--- src/hdl/rrts_pkg.sv ---
package rrts_pkg;

   // Request operation codes.
   typedef enum logic [2:0] {
      OP_LAUNCH     = 3'd0,
      OP_TICK       = 3'd1,
      OP_READY_ADD  = 3'd2,
      OP_READY_REM  = 3'd3,
      OP_BLOCK_ADD  = 3'd4,
      OP_BLOCK_REM  = 3'd5
   } op_type;

   // Task states, as carried on new_state and current_state.
   localparam logic [1:0] ST_READY     = 2'd0;
   localparam logic [1:0] ST_RUNNING   = 2'd1;
   localparam logic [1:0] ST_BLOCKED   = 2'd2;
   localparam logic [1:0] ST_SUSPENDED = 2'd3;

   // Configuration register indexes.
   localparam logic CSR_WEIGHTED = 1'b0;
   localparam logic CSR_RELOAD   = 1'b1;

   // List selectors.
   localparam logic LIST_READY   = 1'b0;
   localparam logic LIST_BLOCKED = 1'b1;

endpackage

--- src/hdl/round_robin_task_scheduler.sv ---
// Round robin task scheduler with a ready list and a blocked list, both held as singly linked
// lists over the task slots in one on-chip table (link, state and quota for each slot), with
// slot 0 as the idle task. Each request transfer (launch, tick, ready add or remove, blocked
// add or remove) produces exactly one response transfer giving the running task, its state,
// whether a remove found its task, and whether the ready list is empty. Requests are handled
// one at a time by a sequencer that reads, modifies and writes back the slot table through a
// registered read port and a separate write port. A list walk visits each slot in two steps,
// a read (S_WALK) and a compare (S_WSTEP). A weighted tick that keeps its task only spends a
// tick of quota; a tick that requeues the running task walks both lists, then pops the ready
// head. A launch walks both lists; in weighted mode it also reloads every quota, which makes
// it the longest request. The sequencer goes back to idle before it takes the next request,
// and a stalled response holds it until the output register is free. After reset a clearing
// pass writes every slot of the table, and no request is taken until it is done. The response
// sits in an output register, so the next request can be taken while it waits. Configuration
// writes are always taken and must only be made while the block is idle.
module round_robin_task_scheduler
   import rrts_pkg::*;
#(
   parameter int TASK_SLOTS = 8,
   parameter int QUOTA_BITS = 8
) (
   input  logic       clock,
   input  logic       reset,
   input  logic       req_valid,
   output logic       req_stall,
   input  logic [2:0] req_operation,
   input  logic [2:0] req_task_slot,
   input  logic [1:0] req_new_state,
   output logic       rsp_valid,
   input  logic       rsp_stall,
   output logic [2:0] rsp_current_task,
   output logic [1:0] rsp_current_state,
   output logic       rsp_found,
   output logic       rsp_ready_empty,
   input  logic       csr_valid,
   output logic       csr_ready,
   input  logic       csr_index,
   input  logic [7:0] csr_wdata
);

   // Slot address width, and link width (a link also holds the null value TASK_SLOTS).
   localparam int SW = (TASK_SLOTS > 1) ? $clog2(TASK_SLOTS) : 1;
   localparam int LW = $clog2(TASK_SLOTS + 1);
   localparam logic [LW-1:0] NIL = LW'(TASK_SLOTS);

   typedef struct packed {
      logic [LW-1:0]         link;
      logic [1:0]            status;
      logic [QUOTA_BITS-1:0] quota;
   } slot_word_type;

   typedef enum logic [16:0] {
      S_CLEAR  = 17'h00001,
      S_IDLE   = 17'h00002,
      S_WALK   = 17'h00004,
      S_WSTEP  = 17'h00008,
      S_UNLW   = 17'h00010,
      S_APPW1  = 17'h00020,
      S_APPW2  = 17'h00040,
      S_LAUNCH = 17'h00080,
      S_SWEEP  = 17'h00100,
      S_TICK   = 17'h00200,
      S_TICKD  = 17'h00400,
      S_POPCHK = 17'h00800,
      S_POPD   = 17'h01000,
      S_FALLBK = 17'h02000,
      S_FBD    = 17'h04000,
      S_OUT    = 17'h08000,
      S_OUTD   = 17'h10000
   } state_type;

   function automatic logic [QUOTA_BITS-1:0] dec_sat(input logic [QUOTA_BITS-1:0] q);
      dec_sat = (q == '0) ? '0 : q - 1'b1;
   endfunction

   // Slot table.
   slot_word_type mem [TASK_SLOTS];
   slot_word_type rd_word_ff;
   logic [SW-1:0] rd_addr;
   logic          wr_en, wr_link_en, wr_stat_en, wr_quota_en;
   logic [SW-1:0] wr_addr;
   slot_word_type wr_word;

   always_ff @(posedge clock) begin
      if (wr_en) begin
         if (wr_link_en) begin
            mem[wr_addr].link <= wr_word.link;
         end
         if (wr_stat_en) begin
            mem[wr_addr].status <= wr_word.status;
         end
         if (wr_quota_en) begin
            mem[wr_addr].quota <= wr_word.quota;
         end
      end
      rd_word_ff <= mem[rd_addr];
   end

   // Control and working registers.
   state_type       state_ff, state_in;
   op_type          op_ff, op_in;
   logic [SW-1:0]   slot_ff, slot_in;
   logic [1:0]      nst_ff, nst_in;
   logic            list_ff, list_in;
   logic [LW-1:0]   cur_ff, cur_in;
   logic [LW-1:0]   prev_ff, prev_in;
   logic [LW-1:0]   cnt_ff, cnt_in;
   logic            found_ff, found_in;
   logic [LW-1:0]   rhead_ff, rhead_in, rtail_ff, rtail_in;
   logic [LW-1:0]   bhead_ff, bhead_in, btail_ff, btail_in;
   logic [SW-1:0]   running_ff, running_in;
   logic            weighted_ff, weighted_in;
   logic [7:0]      reload_ff, reload_in;
   logic            rsp_valid_ff, rsp_valid_in;
   logic [2:0]      rsp_task_ff, rsp_task_in;
   logic [1:0]      rsp_state_ff, rsp_state_in;
   logic            rsp_found_ff, rsp_found_in;
   logic            rsp_empty_ff, rsp_empty_in;

   // Helpers.
   logic [QUOTA_BITS-1:0] reload_q;
   logic [LW-1:0]         sel_tail, app_head, app_tail;
   logic                  app_list;
   logic [1:0]            app_status;
   logic                  is_remove;
   logic                  unl_done;
   logic                  run_ok;

   assign reload_q   = QUOTA_BITS'(reload_ff);
   assign sel_tail   = (list_ff == LIST_BLOCKED) ? btail_ff : rtail_ff;
   assign app_list   = (op_ff == OP_BLOCK_ADD) ? LIST_BLOCKED : LIST_READY;
   assign app_head   = (app_list == LIST_BLOCKED) ? bhead_ff : rhead_ff;
   assign app_tail   = (app_list == LIST_BLOCKED) ? btail_ff : rtail_ff;
   assign app_status = (op_ff == OP_BLOCK_ADD) ? ST_BLOCKED : ST_READY;
   assign is_remove  = (op_ff == OP_READY_REM) || (op_ff == OP_BLOCK_REM);
   assign run_ok     = (running_ff != '0) && (rd_word_ff.status == ST_RUNNING);

   always_comb begin
      state_in     = state_ff;
      op_in        = op_ff;
      slot_in      = slot_ff;
      nst_in       = nst_ff;
      list_in      = list_ff;
      cur_in       = cur_ff;
      prev_in      = prev_ff;
      cnt_in       = cnt_ff;
      found_in     = found_ff;
      rhead_in     = rhead_ff;
      rtail_in     = rtail_ff;
      bhead_in     = bhead_ff;
      btail_in     = btail_ff;
      running_in   = running_ff;
      weighted_in  = weighted_ff;
      reload_in    = reload_ff;
      rsp_valid_in = rsp_valid_ff;
      rsp_task_in  = rsp_task_ff;
      rsp_state_in = rsp_state_ff;
      rsp_found_in = rsp_found_ff;
      rsp_empty_in = rsp_empty_ff;
      rd_addr      = running_ff;
      wr_en        = 1'b0;
      wr_link_en   = 1'b0;
      wr_stat_en   = 1'b0;
      wr_quota_en  = 1'b0;
      wr_addr      = slot_ff;
      wr_word      = '{link: NIL, status: ST_READY, quota: '0};
      unl_done     = 1'b0;

      // The response register is freed by its transfer.
      if (rsp_valid_ff && !rsp_stall) begin
         rsp_valid_in = 1'b0;
      end

      if (csr_valid) begin
         unique case (csr_index)
            CSR_WEIGHTED: weighted_in = csr_wdata[0];
            CSR_RELOAD:   reload_in   = csr_wdata;
            default:      ;
         endcase
      end

      unique case (state_ff)
         S_CLEAR: begin
            wr_en       = 1'b1;
            wr_link_en  = 1'b1;
            wr_stat_en  = 1'b1;
            wr_quota_en = 1'b1;
            wr_addr     = cnt_ff[SW-1:0];
            if (cnt_ff == LW'(TASK_SLOTS - 1)) begin
               cnt_in   = '0;
               state_in = S_IDLE;
            end else begin
               cnt_in = cnt_ff + 1'b1;
            end
         end
         S_IDLE: begin
            if (req_valid) begin
               op_in    = op_type'(req_operation);
               slot_in  = SW'(req_task_slot);
               nst_in   = req_new_state;
               found_in = 1'b0;
               prev_in  = NIL;
               cnt_in   = '0;
               list_in  = LIST_READY;
               cur_in   = rhead_ff;
               unique case (op_type'(req_operation))
                  OP_LAUNCH: begin
                     slot_in  = SW'(1);
                     state_in = S_WALK;
                  end
                  OP_TICK: state_in = S_TICK;
                  OP_READY_ADD, OP_READY_REM, OP_BLOCK_ADD: begin
                     state_in = (32'(req_task_slot) < TASK_SLOTS) ? S_WALK : S_OUT;
                  end
                  OP_BLOCK_REM: begin
                     list_in  = LIST_BLOCKED;
                     cur_in   = bhead_ff;
                     state_in = (32'(req_task_slot) < TASK_SLOTS) ? S_WALK : S_OUT;
                  end
                  default: state_in = S_OUT;
               endcase
            end
         end
         S_WALK: begin
            rd_addr = cur_ff[SW-1:0];
            if (cur_ff == NIL || cnt_ff == LW'(TASK_SLOTS)) begin
               unl_done = 1'b1;
            end else begin
               state_in = S_WSTEP;
            end
         end
         S_WSTEP: begin
            if (cur_ff == LW'(slot_ff)) begin
               // Found: bridge the predecessor (or the head) over this slot.
               if (prev_ff == NIL) begin
                  if (list_ff == LIST_BLOCKED) begin
                     bhead_in = rd_word_ff.link;
                  end else begin
                     rhead_in = rd_word_ff.link;
                  end
               end else begin
                  wr_en        = 1'b1;
                  wr_link_en   = 1'b1;
                  wr_addr      = prev_ff[SW-1:0];
                  wr_word.link = rd_word_ff.link;
               end
               if (sel_tail == LW'(slot_ff)) begin
                  if (list_ff == LIST_BLOCKED) begin
                     btail_in = prev_ff;
                  end else begin
                     rtail_in = prev_ff;
                  end
               end
               state_in = S_UNLW;
            end else begin
               prev_in  = cur_ff;
               cur_in   = rd_word_ff.link;
               cnt_in   = cnt_ff + 1'b1;
               state_in = S_WALK;
            end
         end
         S_UNLW: begin
            wr_en      = 1'b1;
            wr_link_en = 1'b1;
            wr_addr    = slot_ff;
            if (is_remove) begin
               wr_stat_en     = 1'b1;
               wr_word.status = nst_ff;
               found_in       = 1'b1;
            end
            unl_done = 1'b1;
         end
         S_APPW1: begin
            wr_en          = 1'b1;
            wr_link_en     = 1'b1;
            wr_stat_en     = 1'b1;
            wr_addr        = slot_ff;
            wr_word.status = app_status;
            if (op_ff == OP_TICK && weighted_ff) begin
               wr_quota_en   = 1'b1;
               wr_word.quota = reload_q;
            end
            if (app_head == NIL || app_tail == NIL) begin
               if (app_list == LIST_BLOCKED) begin
                  bhead_in = LW'(slot_ff);
                  btail_in = LW'(slot_ff);
               end else begin
                  rhead_in = LW'(slot_ff);
                  rtail_in = LW'(slot_ff);
               end
               state_in = (op_ff == OP_TICK) ? S_POPCHK : S_OUT;
            end else begin
               state_in = S_APPW2;
            end
         end
         S_APPW2: begin
            wr_en        = 1'b1;
            wr_link_en   = 1'b1;
            wr_addr      = app_tail[SW-1:0];
            wr_word.link = LW'(slot_ff);
            if (app_list == LIST_BLOCKED) begin
               btail_in = LW'(slot_ff);
            end else begin
               rtail_in = LW'(slot_ff);
            end
            state_in = (op_ff == OP_TICK) ? S_POPCHK : S_OUT;
         end
         S_LAUNCH: begin
            wr_en          = 1'b1;
            wr_stat_en     = 1'b1;
            wr_addr        = slot_ff;
            wr_word.status = ST_RUNNING;
            running_in     = slot_ff;
            cnt_in         = '0;
            state_in       = weighted_ff ? S_SWEEP : S_OUT;
         end
         S_SWEEP: begin
            // Every quota is reloaded; the launched task has already spent one tick.
            wr_en         = 1'b1;
            wr_quota_en   = 1'b1;
            wr_addr       = cnt_ff[SW-1:0];
            wr_word.quota = (cnt_ff == LW'(1)) ? dec_sat(reload_q) : reload_q;
            if (cnt_ff == LW'(TASK_SLOTS - 1)) begin
               state_in = S_OUT;
            end else begin
               cnt_in = cnt_ff + 1'b1;
            end
         end
         S_TICK: state_in = S_TICKD;
         S_TICKD: begin
            prev_in = NIL;
            cnt_in  = '0;
            list_in = LIST_READY;
            cur_in  = rhead_ff;
            wr_addr = running_ff;
            if (weighted_ff && rhead_ff == NIL) begin
               state_in = S_FALLBK;
            end else if (weighted_ff && run_ok && rd_word_ff.quota != '0) begin
               // The running task keeps the processor and spends a tick of quota.
               wr_en         = 1'b1;
               wr_quota_en   = 1'b1;
               wr_word.quota = rd_word_ff.quota - 1'b1;
               state_in      = S_OUT;
            end else if (run_ok) begin
               slot_in  = running_ff;
               state_in = S_WALK;
            end else if (running_ff == '0) begin
               wr_en          = 1'b1;
               wr_stat_en     = 1'b1;
               wr_word.status = ST_READY;
               state_in       = S_POPCHK;
            end else begin
               state_in = S_POPCHK;
            end
         end
         S_POPCHK: begin
            rd_addr = rhead_ff[SW-1:0];
            state_in = (rhead_ff == NIL) ? S_FALLBK : S_POPD;
         end
         S_POPD: begin
            wr_en      = 1'b1;
            wr_link_en = 1'b1;
            wr_addr    = rhead_ff[SW-1:0];
            if (rhead_ff[SW-1:0] != '0 && rd_word_ff.status == ST_READY) begin
               wr_stat_en     = 1'b1;
               wr_word.status = ST_RUNNING;
               if (weighted_ff) begin
                  wr_quota_en   = 1'b1;
                  wr_word.quota = dec_sat(rd_word_ff.quota);
               end
            end
            running_in = rhead_ff[SW-1:0];
            if (rd_word_ff.link == NIL) begin
               rhead_in = NIL;
               rtail_in = NIL;
            end else begin
               rhead_in = rd_word_ff.link;
            end
            state_in = S_FALLBK;
         end
         S_FALLBK: begin
            state_in = (rhead_ff == NIL) ? S_FBD : S_OUT;
         end
         S_FBD: begin
            // Nothing runnable: drop back to the idle task if the running task is blocked or is the idle task.
            if (rd_word_ff.status == ST_BLOCKED || running_ff == '0) begin
               running_in     = '0;
               wr_en          = 1'b1;
               wr_stat_en     = 1'b1;
               wr_addr        = '0;
               wr_word.status = ST_RUNNING;
            end
            state_in = S_OUT;
         end
         S_OUT: state_in = S_OUTD;
         S_OUTD: begin
            if (!rsp_valid_ff || !rsp_stall) begin
               rsp_valid_in = 1'b1;
               rsp_task_in  = 3'(running_ff);
               rsp_state_in = rd_word_ff.status;
               rsp_found_in = found_ff;
               rsp_empty_in = (rhead_ff == NIL);
               state_in     = S_IDLE;
            end
         end
         default: state_in = S_IDLE;
      endcase

      // End of a list walk: decide what the request does next.
      if (unl_done) begin
         prev_in = NIL;
         cnt_in  = '0;
         if (is_remove) begin
            state_in = S_OUT;
         end else if (list_ff == LIST_READY) begin
            list_in  = LIST_BLOCKED;
            cur_in   = bhead_ff;
            state_in = S_WALK;
         end else if (op_ff == OP_LAUNCH) begin
            state_in = S_LAUNCH;
         end else begin
            state_in = S_APPW1;
         end
      end
   end

   always_ff @(posedge clock) begin
      if (reset) begin
         state_ff     <= S_CLEAR;
         cnt_ff       <= '0;
         rhead_ff     <= NIL;
         rtail_ff     <= NIL;
         bhead_ff     <= NIL;
         btail_ff     <= NIL;
         running_ff   <= '0;
         weighted_ff  <= 1'b0;
         reload_ff    <= 8'd1;
         rsp_valid_ff <= 1'b0;
         found_ff     <= 1'b0;
      end else begin
         state_ff     <= state_in;
         cnt_ff       <= cnt_in;
         rhead_ff     <= rhead_in;
         rtail_ff     <= rtail_in;
         bhead_ff     <= bhead_in;
         btail_ff     <= btail_in;
         running_ff   <= running_in;
         weighted_ff  <= weighted_in;
         reload_ff    <= reload_in;
         rsp_valid_ff <= rsp_valid_in;
         found_ff     <= found_in;
      end
      op_ff        <= op_in;
      slot_ff      <= slot_in;
      nst_ff       <= nst_in;
      list_ff      <= list_in;
      cur_ff       <= cur_in;
      prev_ff      <= prev_in;
      rsp_task_ff  <= rsp_task_in;
      rsp_state_ff <= rsp_state_in;
      rsp_found_ff <= rsp_found_in;
      rsp_empty_ff <= rsp_empty_in;
   end

   assign req_stall         = (state_ff != S_IDLE);
   assign rsp_valid         = rsp_valid_ff;
   assign rsp_current_task  = rsp_task_ff;
   assign rsp_current_state = rsp_state_ff;
   assign rsp_found         = rsp_found_ff;
   assign rsp_ready_empty   = rsp_empty_ff;
   assign csr_ready         = 1'b1;

endmodule

--- config.mk ---
export PLATFORM = sky130hd
export DESIGN_NAME = round_robin_task_scheduler
export DESIGN_NICKNAME = d
export VERILOG_FILES = /design/src/hdl/rrts_pkg.sv /design/src/hdl/round_robin_task_scheduler.sv
export SDC_FILE = /design/constraint.sdc
export NUM_CORES = 1
export LEC_CHECK = 0
export ABC_AREA = 1
export BUFFER_PORTS_ARGS = -buffer_cell sky130_fd_sc_hd__buf_2
export CORE_UTILIZATION = 45
export DETAILED_ROUTE_END_ITERATION = 7
export HOLD_SLACK_MARGIN = 0.05
export SLEW_MARGIN = 20
export SYNTH_ARGS = -nofsm -noshare
export SYNTH_HDL_FRONTEND = slang
export SYNTH_SLANG_ARGS = --single-unit
export TNS_END_PERCENT = 5
--- constraint.sdc ---
create_clock -name clock -period 2.8 [get_ports clock]
set_input_delay 0.14 -clock clock [delete_from_list [all_inputs] [get_ports clock]]
set_output_delay 0.14 -clock clock [all_outputs]
set_load 0.05 [all_outputs]
# Word level (Yosys, flattened, before mapping)
# Memories as Yosys holds them, arrays and structs flattened. A register that Yosys moved wholly into a read port is not among the register bits.
# Cells that the tools add are included.
word_totals:
  regBits: 75
  mem_bits_rw: 112
  inputBits: 22
  output_inout_bits: 10
  wordCells: 279
  n_memories: 1
mem_list:
  columns: ["memory", "words", "width", "rd", "rd_clocked_by_memory_dff", "write_ports", "line", "text"]
  rows:
  - ["mem", 8, 14, 1, 1, 1, "round_robin_task_scheduler.sv:77", "slot_word_type mem [TASK_SLOTS];"]
classes:
  add_sub_neg: 3
  eq_ne: 63
  muxes: 137
  bitwise: 1
  n_reduce_logical: 53
op_table:
  columns: ["op", "count"]
  rows:
  - ["$pmux W17 S17", 1]
  - ["$mux W4", 39]
  - ["$mux W16", 7]
  - ["$mux W17", 6]
  - ["$mux W8", 9]
  - ["$pmux W4 S3", 4]
  - ["$mux W1", 38]
  - ["$ne A2 B2 Y1 const B", 18]
  - ["$pmux W16 S2", 1]
  - ["$pmux W8 S4", 1]
  - ["$eq A4 B4 Y1 const B", 7]
  - ["$mux W3", 9]
  - ["$reduce_and A6 Y1", 4]
  - ["$pmux W4 S5", 1]
  - ["$pmux W3 S6", 1]
  - ["$reduce_bool A3 Y1", 6]
  - ["$eq A17 B1 Y1 const B", 1]
  - ["$eq A17 B10 Y1 const B", 1]
  - ["$eq A17 B11 Y1 const B", 1]
  - ["$eq A17 B12 Y1 const B", 1]
  - ["$eq A17 B13 Y1 const B", 1]
  - ["$eq A17 B14 Y1 const B", 1]
  - ["$eq A17 B15 Y1 const B", 1]
  - ["$eq A17 B16 Y1 const B", 1]
  - ["other kinds (53)", 97]

# Logic depth before layout (Yosys ltp)
# Gate-level depths: netlist (run 1).
logic_depth:
  depth_word: 10
  ltp_mapped: 16
  mapped_depth_nobuf: 15

# Worst setup path after synthesis (run 1)
# No wires, ideal clock.
synth_timing:
  path_kind: "register to register"
  from: "register state_ff[6]"
  to: "memory mem[7][0] in the netlist's numbering, enable pin"
  setup_time_ns: 0.383
  arrival_ns: 2.119
  required_time_ns: 2.417
  setup_slack_ns: 0.298
  stages_incl_launch_ff: 11
  path_buffers: 1
  period_less_slack_ns: 2.502
  cell_sequence: "dfxtp_1 nor2_2 nand2_2 nor2_4 buf_6 nand3_4 inv_1 nand2_1 nor2_1 nor3_2 nor3_1"
synth_via:
  elab_chain_cells: 6
  word_cells_on_any_way: 18
  cone_classes: "10 x eq/ne; 6 x mux; 2 x reduce/logical"
synth_lines:
  columns: ["item", "line", "text"]
  rows:
  - ["start: declaration", "round_robin_task_scheduler.sv:100", "state_type state_ff, state_in;"]
  - ["start signal: assignment", "round_robin_task_scheduler.sv:441", "state_ff <= state_in;"]
  - ["$eq A17 B9 Y1 or $eq A17 B1 Y1 (tied branches)", "round_robin_task_scheduler.sv:182", "unique case (state_ff)"]
  - ["$reduce_or A2 Y1 (no source line)", null, null]
  - ["$pmux W1 S4", "round_robin_task_scheduler.sv:182", null]
  - ["$mux W1", "round_robin_task_scheduler.sv:92", "if (wr_quota_en) begin"]
  - ["$mux W1", "round_robin_task_scheduler.sv:85", "if (wr_en) begin"]
  - ["$mux W1 (implied by the code)", "round_robin_task_scheduler.sv:93", "mem[wr_addr].quota <= wr_word.quota;"]
  - ["end: declaration", "round_robin_task_scheduler.sv:77", null]
# Parallel ways exist; a longest one is shown, timed or not.

# Worst setup path after layout (run 1)
layout_timing:
  from: "register state_ff[14]"
  to: "memory mem[0][11] in the netlist's numbering, enable pin"
layout_via:
  elab_chain_cells: 6
  word_cells_on_any_way: 19
  cone_classes: "10 x eq/ne; 6 x mux; 3 x reduce/logical"
layout_lines:
  columns: ["item", "line", "text"]
  rows:
  - ["$eq A17 B13 Y1, or another cell as far along", "round_robin_task_scheduler.sv:182", null]
  - ["$reduce_or A5 Y1 (no source line)", null, null]
  - ["$pmux W1 S2", "round_robin_task_scheduler.sv:182", null]
  - ["$mux W1", "round_robin_task_scheduler.sv:86", "if (wr_link_en) begin"]
  - ["$mux W1", "round_robin_task_scheduler.sv:85", null]
  - ["$mux W1 (implied by the code)", "round_robin_task_scheduler.sv:87", "mem[wr_addr].link <= wr_word.link;"]
# Parallel ways exist; a longest one is shown, timed or not.

==> results of run 1 <==
area by class of cell:
cell class,instances,area share (%)
flip-flops and latches,201,41.7
clock inverters,9,0.700
well taps,319,3.14
inverters,225,6.65
clock buffers,33,5.07
repair buffers,108,6.86
multi-input cells,924,35.9
cells in the mapped netlist (all sizes together):
| cell type | instances | area [um2] |
|---|---|---|
| a21oi | 42 | 218 |
| a311o | 1 | 10.0 |
| a31oi | 5 | 31.3 |
| a32oi | 1 | 8.76 |
| buf | 34 | 245 |
| clkbuf | 9 | 33.8 |
| clkinv | 2 | 7.51 |
| conb | 1 | 3.75 |
| dfxtp | 74 | 1480 |
| edfxtp | 127 | 3810 |
| ha | 7 | 87.6 |
| inv | 223 | 837 |
| nand2 | 369 | 1420 |
| nand3 | 140 | 773 |
| nand3b | 4 | 30.0 |
| nand4 | 71 | 444 |
| nor2 | 168 | 722 |
| nor3 | 18 | 100 |
| nor3b | 2 | 15.0 |
| nor4 | 5 | 31.3 |
| o211ai | 6 | 45.0 |
| o21ai | 61 | 313 |
| o21bai | 1 | 7.51 |
| o221ai | 5 | 43.8 |
| o22ai | 8 | 70.1 |
| o41ai | 1 | 8.76 |
| or2 | 1 | 6.26 |
| xnor2 | 1 | 8.76 |
| xor2 | 6 | 52.6 |
kinds of logic after synthesis:
family,count (synthesis)
XOR/XNOR,7
other,1
AO/OA/AOI/OAI,131
AND/OR/NAND/NOR,778
buffers and inverters,268
flip-flops,201
adder cells (fa/ha/maj),7
worst reg2reg max path: stages (launching register included):
cell and delay (ns):
dfxtp_1 0.33, nor2_2 0.19, nand2_4 0.12, nor2_8 0.22, buf_4 0.20, nand3_2 0.16
nand2_1 0.11, inv_1 0.08, nand4_1 0.15, inv_1 0.09, nor2_4 0.17, nand3_2 0.16
nor2_1 0.30
timing repair:
| action | 4_1_cts | 5_1_grt |
|---|---|---|
| gates resized for setup | 0 | 23 |
| endpoints found under the setup margin | 0 | 138 |
| buffers inserted | 0 | 1 |
| hold endpoints to repair | 23 | 0 |
| hold buffers | 19 | 0 |
sequential cells by signal (all words and copies together) (netlist names), 8 cells and up:
signal and cells:
mem 112, state_ff 17, rd_word_ff 14, reload_ff 8
routing by layer:
layer / vias to the layer above / part of all wire (%) / GRT usage [%]
met5: - / 0 / 0
met4: 0 / 4.6 / 11.7
met3: 88 / 6.1 / 3.25
li1: 4745 / - / -
met2: 354 / 45 / 43.1
met1: 4488 / 44 / 35.9
how the worst min path moves through the flow:
stage / start / endpoint / slack [ns] / depth (start not counted)
2_1_floorplan: req_new_state[0] / nst_ff[0] / 0.24 / 0
6_report: reset / state_ff[8] / 0.08 / 3
3_5_place_dp: req_new_state[0] / nst_ff[0] / 0.32 / 1
4_1_cts: req_task_slot[1] / slot_ff[1] / 0.06 / 3
5_1_grt: reset / state_ff[8] / 0.08 / 3
3_3_place_gp: req_new_state[1] / nst_ff[1] / 0.32 / 1
power groups by stage:
stage	Clock [mW]	Sequential, mW	Combinational, mW
after detailed placement	0	3.96	2.49
after CTS	2.96	3.91	2.53
final	2.91	3.91	2.66
after floorplan	0	3.85	1.73
after global placement	0	3.96	2.49
after global routing	3.08	3.95	2.95
==> out/qor.csv, run 1 <==
stage,metric,value,unit
logic_synthesis,Yosys cell types,45,
placement,total placed cells including tap cells,1757,
cells_and_area,area occupied by multi-input gates,4550,um2
power,switch share,34.7,%
logic_synthesis,largest family of logic cells by synthesized area,simple AND/OR/NAND/NOR gates,
clocking,Clk Tree Root Cell,clkbuf_16,
critical_path,R2R Path End,mem[0][11],
logic_synthesis,YS warnings,0,
drt,drt total wl,32700,um
sta,actual slew at the worst max-slew pin,0.930,ns
placement,pre-CTS setup slack,0.109,ns
logic_synthesis,mux cell area share after synthesis,0,%
power,Seq pwr share,41.3,%
logic_synthesis,Synth Area in XOR/XNOR,0.564,%
cells_and_area,share of layout cells above drive strength 1,13.3,%
worst_hold_path,Worst Hold Class,in2reg,
critical_path,r2r startpoint,state_ff[14],
logic_synthesis,post-synthesis sequential area ratio,48.7,%
cells_and_area,"Core Util, Final",53.9,%
cells_and_area,most frequent cells in the layout,"nand2_1, inv_1, nor2_1, edfxtp_1, nand3_1",
logic_synthesis,adder-cell share of the synthesized area,0.806,%
logic_synthesis,Netlist Area Pre-Place,10900,um2
cells_and_area,final net count,1512,
sta,RSZ-0062 raised after global routing,yes,
placement,Placer Congestion,1.04,
logic_synthesis,"Avg Cell Area, Syn",7.80,um2
sta,min Tclk post-route,2.60,ns
critical_path,Crit path buffers/inverters,3,
clocking,clk sinks,201,
grt,gr ovfl total,0,
placement,port bufs,30,
cells_and_area,Area Growth Syn to Fin,16.8,%
die,num ports,32,
die,die area,24800,um2
drt,ANT nets after route,0,
logic_synthesis,simple-gate share of the synthesized area,32.6,%
sta,setup_tns,0,ns
sta,"crit path setup slack, layout",0.196,ns
cells_and_area,final cell count without fillers,1819,
die,Initial Utilization,46.1,%
critical_path,WP depth,12,
critical_path,"CP delay by family, top",simple AND/OR/NAND/NOR gates,
clocking,clock-pin slew on the worst setup and hold paths,0.06,ns
power,Gate power share,28.0,%
drt,DRC Markers,0,
sta,fin crit share,93.0,%
critical_path,crit start category,flop,
critical_path,Reg2Reg Setup Slack,0.20,ns
sta,WHS,0.0777,ns
sta,Final Max Tran Viols,0,
sta,final hold vios,0,
cells_and_area,FF/Latch Area,5300,um2
critical_path,R2R cell count,12,
grt,vias in the first global route,8946,
power,Worst VDD drop,0.420,mV
drt,drt wl/cell,18.0,um
clocking,Skew-Pair Late Insertion Delay,0.53,ns
placement,placed cell area,11700,um2
critical_path,CP max-delay cell,dfxtp_1,
drt,first drt pass iteration count,6,
critical_path,CP Class,reg2reg,
run_status,status,completed,
grt,largest net degree at the start of global routing,57,
clocking,CTS tree,done,
die,width of the die,157,um
cells_and_area,"commonest non-fill, non-tap cell in the layout",nand2_1,
critical_path,CP endpoint,mem[0][11],
critical_path,Crit path required time,3.00,ns
job,Max-cap violations,0,
critical_path,CP Launch Point,state_ff[14],
clocking,# H-tree levels,1,
cells_and_area,final instance area,12700,um2
critical_path,worst-path cell chain,nor2_2 -> nand2_4 -> nor2_8 -> buf_4 -> nand3_2 -> nand2_1 -> inv_1 -> nand4_1 -> inv_1 -> nor2_4 -> nand3_2 -> nor2_1,
power,Psw,3.30,mW
grt,total track usage,26.7,%
logic_synthesis,Synth Net Count,1422,
critical_path,"slowest stage delay, CP",0.33,ns
placement,HPWL after DPL,23800,um
clocking,Inserted Clock Buffers,23,
drt,Starting DRT DRC Count,920,
cells_and_area,Layout fillers,2283,
logic_synthesis,Seq cells post-synth,201,
die,Die Y,157,um
sta,Peak Freq,384,MHz
power,Clk network pwr share,30.7,%
logic_synthesis,Synth Area in Compound Gates,6.96,%
grt,global-route wire length before repair,49700,um
sta,Max-slew headroom,38.0,%
cells_and_area,# diodes,0,
logic_synthesis,Mapped Cells,1393,
power,pwr dens,747,nW/um2
die,core box area,23500,um2
grt,initial antenna violation count,0,
critical_path,WP data arrival,2.80,ns
drt,DR vias,9675,
die,num rows,56,
power,internal power,6.19,mW
clocking,CTS max path bufs,3,
critical_path,CP endpoint kind,flop,
sta,clock skew,0.0180,ns
critical_path,crit path max fanout,11,
power,Total Power,9.48,mW
sta,final setup violation count,0,
power,Lkg Pwr,5.83,nW
drt,vias per cell,5.32,
No activity file was read; power rests on OpenSTA's default activity.
==> run 2, diff against run 1 <==
--- a/config.mk
+++ b/config.mk
@@ -7,9 +7,12 @@
 export LEC_CHECK = 0
 export ABC_AREA = 1
 export BUFFER_PORTS_ARGS = -buffer_cell sky130_fd_sc_hd__buf_2
-export CORE_UTILIZATION = 45
+export CELL_PAD_IN_SITES_DETAIL_PLACEMENT = 2
+export CELL_PAD_IN_SITES_GLOBAL_PLACEMENT = 2
+export CORE_UTILIZATION = 38
 export DETAILED_ROUTE_END_ITERATION = 7
 export HOLD_SLACK_MARGIN = 0.05
+export PLACE_DENSITY_LB_ADDON = 0.1
 export SLEW_MARGIN = 20
 export SYNTH_ARGS = -nofsm -noshare
 export SYNTH_HDL_FRONTEND = slang
==> out/qor.csv, run 2 (synthesis gave the netlist of run 1 again) <==
stage,metric,value,unit,change
run_status,status,completed,,
critical_path,crit start category,flop,,
sta,Max-slew headroom,40.0,%,+2.0 points
drt,ANT nets after route,0,,unchanged
grt,initial antenna violation count,0,,unchanged
critical_path,"slowest stage delay, CP",0.33,ns,about the same
grt,routing usage on met1,38.1,%,+2.2 points
sta,final hold vios,0,,unchanged
drt,Starting DRT DRC Count,641,,-30%
critical_path,CP endpoint kind,flop,,
critical_path,WP data arrival,3.03,ns,+0.23 ns
cells_and_area,# diodes,0,,unchanged
sta,setup_tns,0,ns,unchanged
sta,Final Max Tran Viols,0,,unchanged
critical_path,CP Class,reg2reg,,
cells_and_area,Top reg by flops,mem,,
critical_path,crit path max fanout,8,,-3
drt,drt wl/cell,24.3,um,+35%
critical_path,r2r startpoint,state_ff[12],,
cells_and_area,Area Growth Syn to Fin,19.4,%,
placement,pre-CTS setup slack,-0.0981,ns,-0.207 ns
die,Initial Utilization,38.9,%,-7.3 points
critical_path,R2R cell count,12,,unchanged
clocking,CTS max path bufs,3,,unchanged
critical_path,CP endpoint,mem[2][0],,
power,Worst VDD drop,0.426,mV,+1.4%
grt,gr busiest metal,met2,,
placement,Placer Congestion,0.914,,-12%
clocking,Inserted Clock Buffers,24,,+4.3%
die,width of the die,171,um,+8.7%
sta,Peak Freq,358,MHz,-6.9%
die,core box area,27900,um2,+19%
clocking,Clk Tree Root Cell,clkbuf_16,,
sta,actual slew at the worst max-slew pin,0.895,ns,-0.0348 ns
grt,largest net degree at the start of global routing,57,,unchanged
critical_path,CP Launch Point,state_ff[12],,
cells_and_area,most frequent cells in the layout,"nand2_1, inv_1, nor2_1, edfxtp_1, nand3_1",,
power,pwr dens,779,nW/um2,+4.2%
cells_and_area,"Core Util, Final",46.4,%,-7.5 points
clocking,# H-tree levels,1,,unchanged
die,num rows,61,,+8.9%
grt,met3 GRT Util,4.12,%,+0.87 points
die,die area,29300,um2,+18%
grt,global-route wire length before repair,68500,um,+38%
drt,drt total wl,46300,um,+42%
grt,gr ovfl total,0,,unchanged
cells_and_area,final cell count without fillers,1906,,+4.8%
clocking,clock-pin slew on the worst setup and hold paths,0.06,ns,about the same
critical_path,Reg2Reg Setup Slack,0.003,ns,-0.19 ns
critical_path,Crit path required time,3.03,ns,+0.03 ns
sta,clock skew,0.0126,ns,-0.00540 ns
drt,DR vias,10500,,+8.8%
worst_hold_path,Worst Hold Class,in2reg,,
critical_path,worst-path cell chain,nor2_2 -> nand3_1 -> nor2_1 -> nand3_2 -> nand2_1 -> inv_1 -> nand4_1 -> inv_2 -> nor2_4 -> nand3_1 -> nor2_1 -> buf_4,,
drt,vias per cell,5.52,,+3.9%
cells_and_area,share of layout cells above drive strength 1,14.8,%,+1.5 points
cells_and_area,final net count,1539,,+1.8%
grt,vias in the first global route,11200,,+26%
sta,fin crit share,99.9,%,+6.9 points
cells_and_area,"commonest non-fill, non-tap cell in the layout",nand2_1,,
placement,port bufs,30,,unchanged
power,Lkg Pwr,5.93,nW,+1.8%
cells_and_area,Largest regs,"mem x112, state_ff x17, rd_word_ff x14",,
sta,min Tclk post-route,2.80,ns,+0.193 ns
job,Max-cap violations,0,,unchanged
drt,first drt pass iteration count,5,,-1
sta,RSZ-0062 raised after global routing,yes,,
placement,total placed cells including tap cells,1834,,+4.4%
clocking,Skew-Pair Late Insertion Delay,0.53,ns,about the same
die,num ports,32,,unchanged
sta,final setup violation count,0,,unchanged
sta,"crit path setup slack, layout",0.00341,ns,-0.193 ns
critical_path,R2R Path End,mem[2][0],,
grt,GRT met2 Usage,57.1,%,+14 points
clocking,CTS tree,done,,
critical_path,CP max-delay cell,dfxtp_1,,
drt,DRC Markers,0,,unchanged
cells_and_area,Largest register FFs,112,,unchanged
grt,total track usage,31.6,%,+5.0 points
clocking,clk sinks,201,,unchanged
die,Die Y,171,um,+8.7%
placement,HPWL after DPL,32400,um,+36%
[run 2: per-layer routing]
layer  wire length, um  up-vias
li1                  -     4819
met1             18900     5330
met3              2040      100
met4              1670        0
met5                 0        -
met2             23700      280
[run 2: worst max-delay path: cells and delay by family (launching register included)]
kind,cells,cell delay (ns)
simple gates,9,1.76
buf+inv,3,0.39
flops,1,0.33
[run 2: stage by stage]
| stage | hold WS [ns] | total power, mW | instance area, um2 |
|---|---|---|---|
| floorplan | 0.239 | 5.58 | 10900 |
| global placement | 0.318 | 6.59 | 11800 |
| global route | 0.0815 | 10.5 | 13000 |
| detailed placement | 0.321 | 6.74 | 11800 |
| CTS | 0.0503 | 9.99 | 12900 |
| finish | 0.0562 | 10.1 | 13000 |
[run 2: cell type report]
class | instances | area [um2]
Fill cell | 3235 | 15000
Sequential cell | 201 | 5300
Multi-Input combinational cell | 925 | 4590
Timing Repair Buffer | 133 | 1000
Inverter | 225 | 845
Clock buffer | 27 | 633
Tap cell | 378 | 473
Clock inverter | 17 | 130
[run 2: worst min-delay path by stage]
stage                     slack [ns]              from        end  cells after the start
final                           0.06         req_valid  nst_ff[0]                      3
after global routing            0.08         req_valid   op_ff[0]                      3
after CTS                       0.05         req_valid   op_ff[0]                      3
after detailed placement        0.32  req_new_state[1]  nst_ff[1]                      1
after global placement          0.32  req_new_state[0]  nst_ff[0]                      1
after floorplan                 0.24  req_new_state[0]  nst_ff[0]                      0
[run 2: power by group]
part	switching, mW	total, mW	internal [mW]
clock network	1.31	3.10	1.80
registers	0.338	3.98	3.64
logic	2.11	3.02	0.905
[run 2: repair_timing]
item | CTS | global route
gates resized for setup | 9 | 23
endpoints found under the setup margin | 102 | 163
endpoints found under the hold margin | 21 | 0
pin swaps | 2 | 2
hold buffers | 20 | 0
setup buffers | 6 | 1
gates cloned | 0 | 1
==> run 3, diff against run 2 <==
--- a/config.mk
+++ b/config.mk
@@ -11,7 +11,7 @@
 export CELL_PAD_IN_SITES_GLOBAL_PLACEMENT = 2
 export CORE_UTILIZATION = 38
 export DETAILED_ROUTE_END_ITERATION = 7
-export HOLD_SLACK_MARGIN = 0.05
+export HOLD_SLACK_MARGIN = 0.15
 export PLACE_DENSITY_LB_ADDON = 0.1
 export SLEW_MARGIN = 20
 export SYNTH_ARGS = -nofsm -noshare
==> constraint.sdc (replaced) <==
create_clock -name clock -period 2.8 [get_ports clock]
set_input_delay 0.42 -clock clock [delete_from_list [all_inputs] [get_ports clock]]
set_output_delay 0.42 -clock clock [all_outputs]
set_load 0.05 [all_outputs]
==> out/qor.csv, run 3 (synthesis gave the netlist of run 1 again) <==
stage,metric,value,unit,change
die,num ports,32,,unchanged
grt,initial antenna violation count,1,,+1
sta,"crit path setup slack, layout",0.0598,ns,+0.0564 ns
cells_and_area,# diodes,0,,unchanged
grt,largest net degree at the start of global routing,57,,unchanged
sta,Max-slew headroom,34.2,%,-5.8 points
drt,drt wl/cell,23.1,um,-4.8%
sta,fin crit share,97.9,%,-2.0 points
placement,HPWL after DPL,31700,um,-2.1%
critical_path,Reg2Reg Setup Slack,0.06,ns,+0.06 ns
critical_path,CP Launch Point,state_ff[8],,
cells_and_area,share of layout cells above drive strength 1,13.7,%,-1.1 points
critical_path,"slowest stage delay, CP",0.33,ns,about the same
clocking,Inserted Clock Buffers,24,,unchanged
die,Initial Utilization,38.9,%,unchanged
cells_and_area,final instance area,12700,um2,-2.0%
critical_path,CP endpoint,mem[5][0],,
placement,total placed cells including tap cells,1827,,-0.38%
placement,placed cell area,11800,um2,-0.13%
cells_and_area,Largest regs,"mem x112, state_ff x17, rd_word_ff x14",,
die,num rows,61,,unchanged
drt,first drt pass iteration count,5,,unchanged
critical_path,CP Class,reg2reg,,
critical_path,R2R cell count,13,,+1
critical_path,R2R Path End,mem[5][0],,
power,Worst VDD drop,0.451,mV,+6.0%
sta,min Tclk post-route,2.74,ns,-0.0564 ns
cells_and_area,"commonest non-fill, non-tap cell in the layout",nand2_1,,
critical_path,Crit path required time,3.03,ns,about the same
clocking,clk sinks,201,,unchanged
power,Total Power,9.79,mW,-3.0%
drt,WL met3,1880,um,-8.0%
drt,DR vias,10100,,-3.8%
sta,final hold vios,0,,unchanged
sta,final setup violation count,0,,unchanged
clocking,CTS max path bufs,3,,unchanged
power,Lkg Pwr,5.82,nW,-1.9%
grt,vias in the first global route,11100,,-1.1%
drt,drt total wl,43500,um,-6.1%
critical_path,CP max-delay cell,dfxtp_1,,
drt,Starting DRT DRC Count,582,,-9.2%
cells_and_area,most frequent cells in the layout,"nand2_1, inv_1, nor2_1, edfxtp_1, nand3_1",,
drt,M1 wire length,18000,um,-4.7%
drt,DR top layer,met4,,
cells_and_area,final net count,1512,,-1.8%
placement,Placer Congestion,0.906,,-0.83%
sta,actual slew at the worst max-slew pin,0.987,ns,+0.0914 ns
die,width of the die,171,um,unchanged
die,Die Y,171,um,unchanged
sta,RSZ-0062 raised after global routing,yes,,
sta,clock skew,0.00912,ns,-0.00352 ns
critical_path,crit path max fanout,9,,+1
grt,total track usage,30.5,%,-1.2 points
drt,vias per cell,5.39,,-2.4%
drt,met2 WL,21700,um,-8.5%
critical_path,CP endpoint kind,flop,,
job,Max-cap violations,0,,unchanged
drt,ANT nets after route,0,,unchanged
cells_and_area,Area Growth Syn to Fin,17.0,%,
clocking,clock-pin slew on the worst setup and hold paths,0.06,ns,about the same
clocking,CTS tree,done,,
sta,setup_tns,0,ns,unchanged
grt,gr ovfl total,0,,unchanged
grt,global-route wire length before repair,65900,um,-3.8%
critical_path,r2r startpoint,state_ff[8],,
worst_hold_path,Worst Hold Class,in2reg,,
sta,Final Max Tran Viols,0,,unchanged
die,core box area,27900,um2,unchanged
cells_and_area,Top reg by flops,mem,,
critical_path,WP data arrival,2.97,ns,-0.06 ns
drt,DRC Markers,0,,unchanged
die,die area,29300,um2,unchanged
run_status,status,completed,,
sta,Peak Freq,365,MHz,+2.1%
cells_and_area,Largest register FFs,112,,unchanged
placement,pre-CTS setup slack,-0.186,ns,-0.0878 ns
cells_and_area,final cell count without fillers,1879,,-1.4%
placement,port bufs,30,,unchanged
critical_path,worst-path cell chain,nor2_2 -> nand2_2 -> nor2_8 -> nand3_2 -> nor2_2 -> buf_4 -> inv_1 -> nor2_1 -> nor2_1 -> nand3_2 -> nand3_2 -> nor2_1 -> buf_4,,
critical_path,crit start category,flop,,
power,pwr dens,771,nW/um2,-1.0%
clocking,Clk Tree Root Cell,clkbuf_16,,
clocking,# H-tree levels,1,,unchanged
clocking,Skew-Pair Late Insertion Delay,0.53,ns,about the same
-- run 3: power by group --
part	total [mW]	internal [mW]	switching [mW]
clock network	2.94	1.68	1.25
logic	2.89	0.864	2.03
registers	3.97	3.64	0.328
total	9.79	6.19	3.61
-- run 3: timing repair --
action                                 4_1_cts  5_1_grt
hold buffers                                 5        0
pin swaps                                    1        0
buffers inserted                             3        0
resized for setup                            5       21
endpoints found under the hold margin        5        0
setup endpoints to repair                  106      130
-- run 3: cell type report --
class / instances / area [um2]
Multi-Input combinational cell: 924 / 4570
Clock buffer: 36 / 687
Timing Repair Buffer: 107 / 803
Inverter: 225 / 845
Tap cell: 378 / 473
Sequential cell: 201 / 5300
Fill cell: 3218 / 15200
Clock inverter: 8 / 37.5
-- run 3: worst max-delay path: cells and delay by family (launching register included) --
kind,cells,cell delay (ns)
buffers and inverters,3,0.45
DFF,1,0.33
and+or+nand+nor,10,1.65
-- run 3: metrics by stage --
step                util, %  hold slack (ns)
floorplan                 -            0.409
global placement       42.2            0.441
detailed placement     42.2            0.445
CTS                    45.1            0.155
global route           45.5            0.165
finish                 45.5            0.165
-- run 3: layer usage --
metal	track usage, %	vias to the layer above
met3	4.58	101
met1	36.4	5063
met2	54.3	215
met5	0	-
met4	12.7	0
li1	-	4751
-- run 3: how the worst min path moves through the flow --
stage                             from            to  slack, ns  depth (start not counted)
final                     csr_wdata[7]  reload_ff[7]       0.17                          3
after global routing      csr_wdata[0]  reload_ff[0]       0.17                          3
after CTS                 csr_wdata[7]  reload_ff[7]       0.16                          3
after detailed placement      found_ff     rsp_found       0.45                          0
after global placement        found_ff     rsp_found       0.44                          0
after floorplan               found_ff     rsp_found       0.41                          0
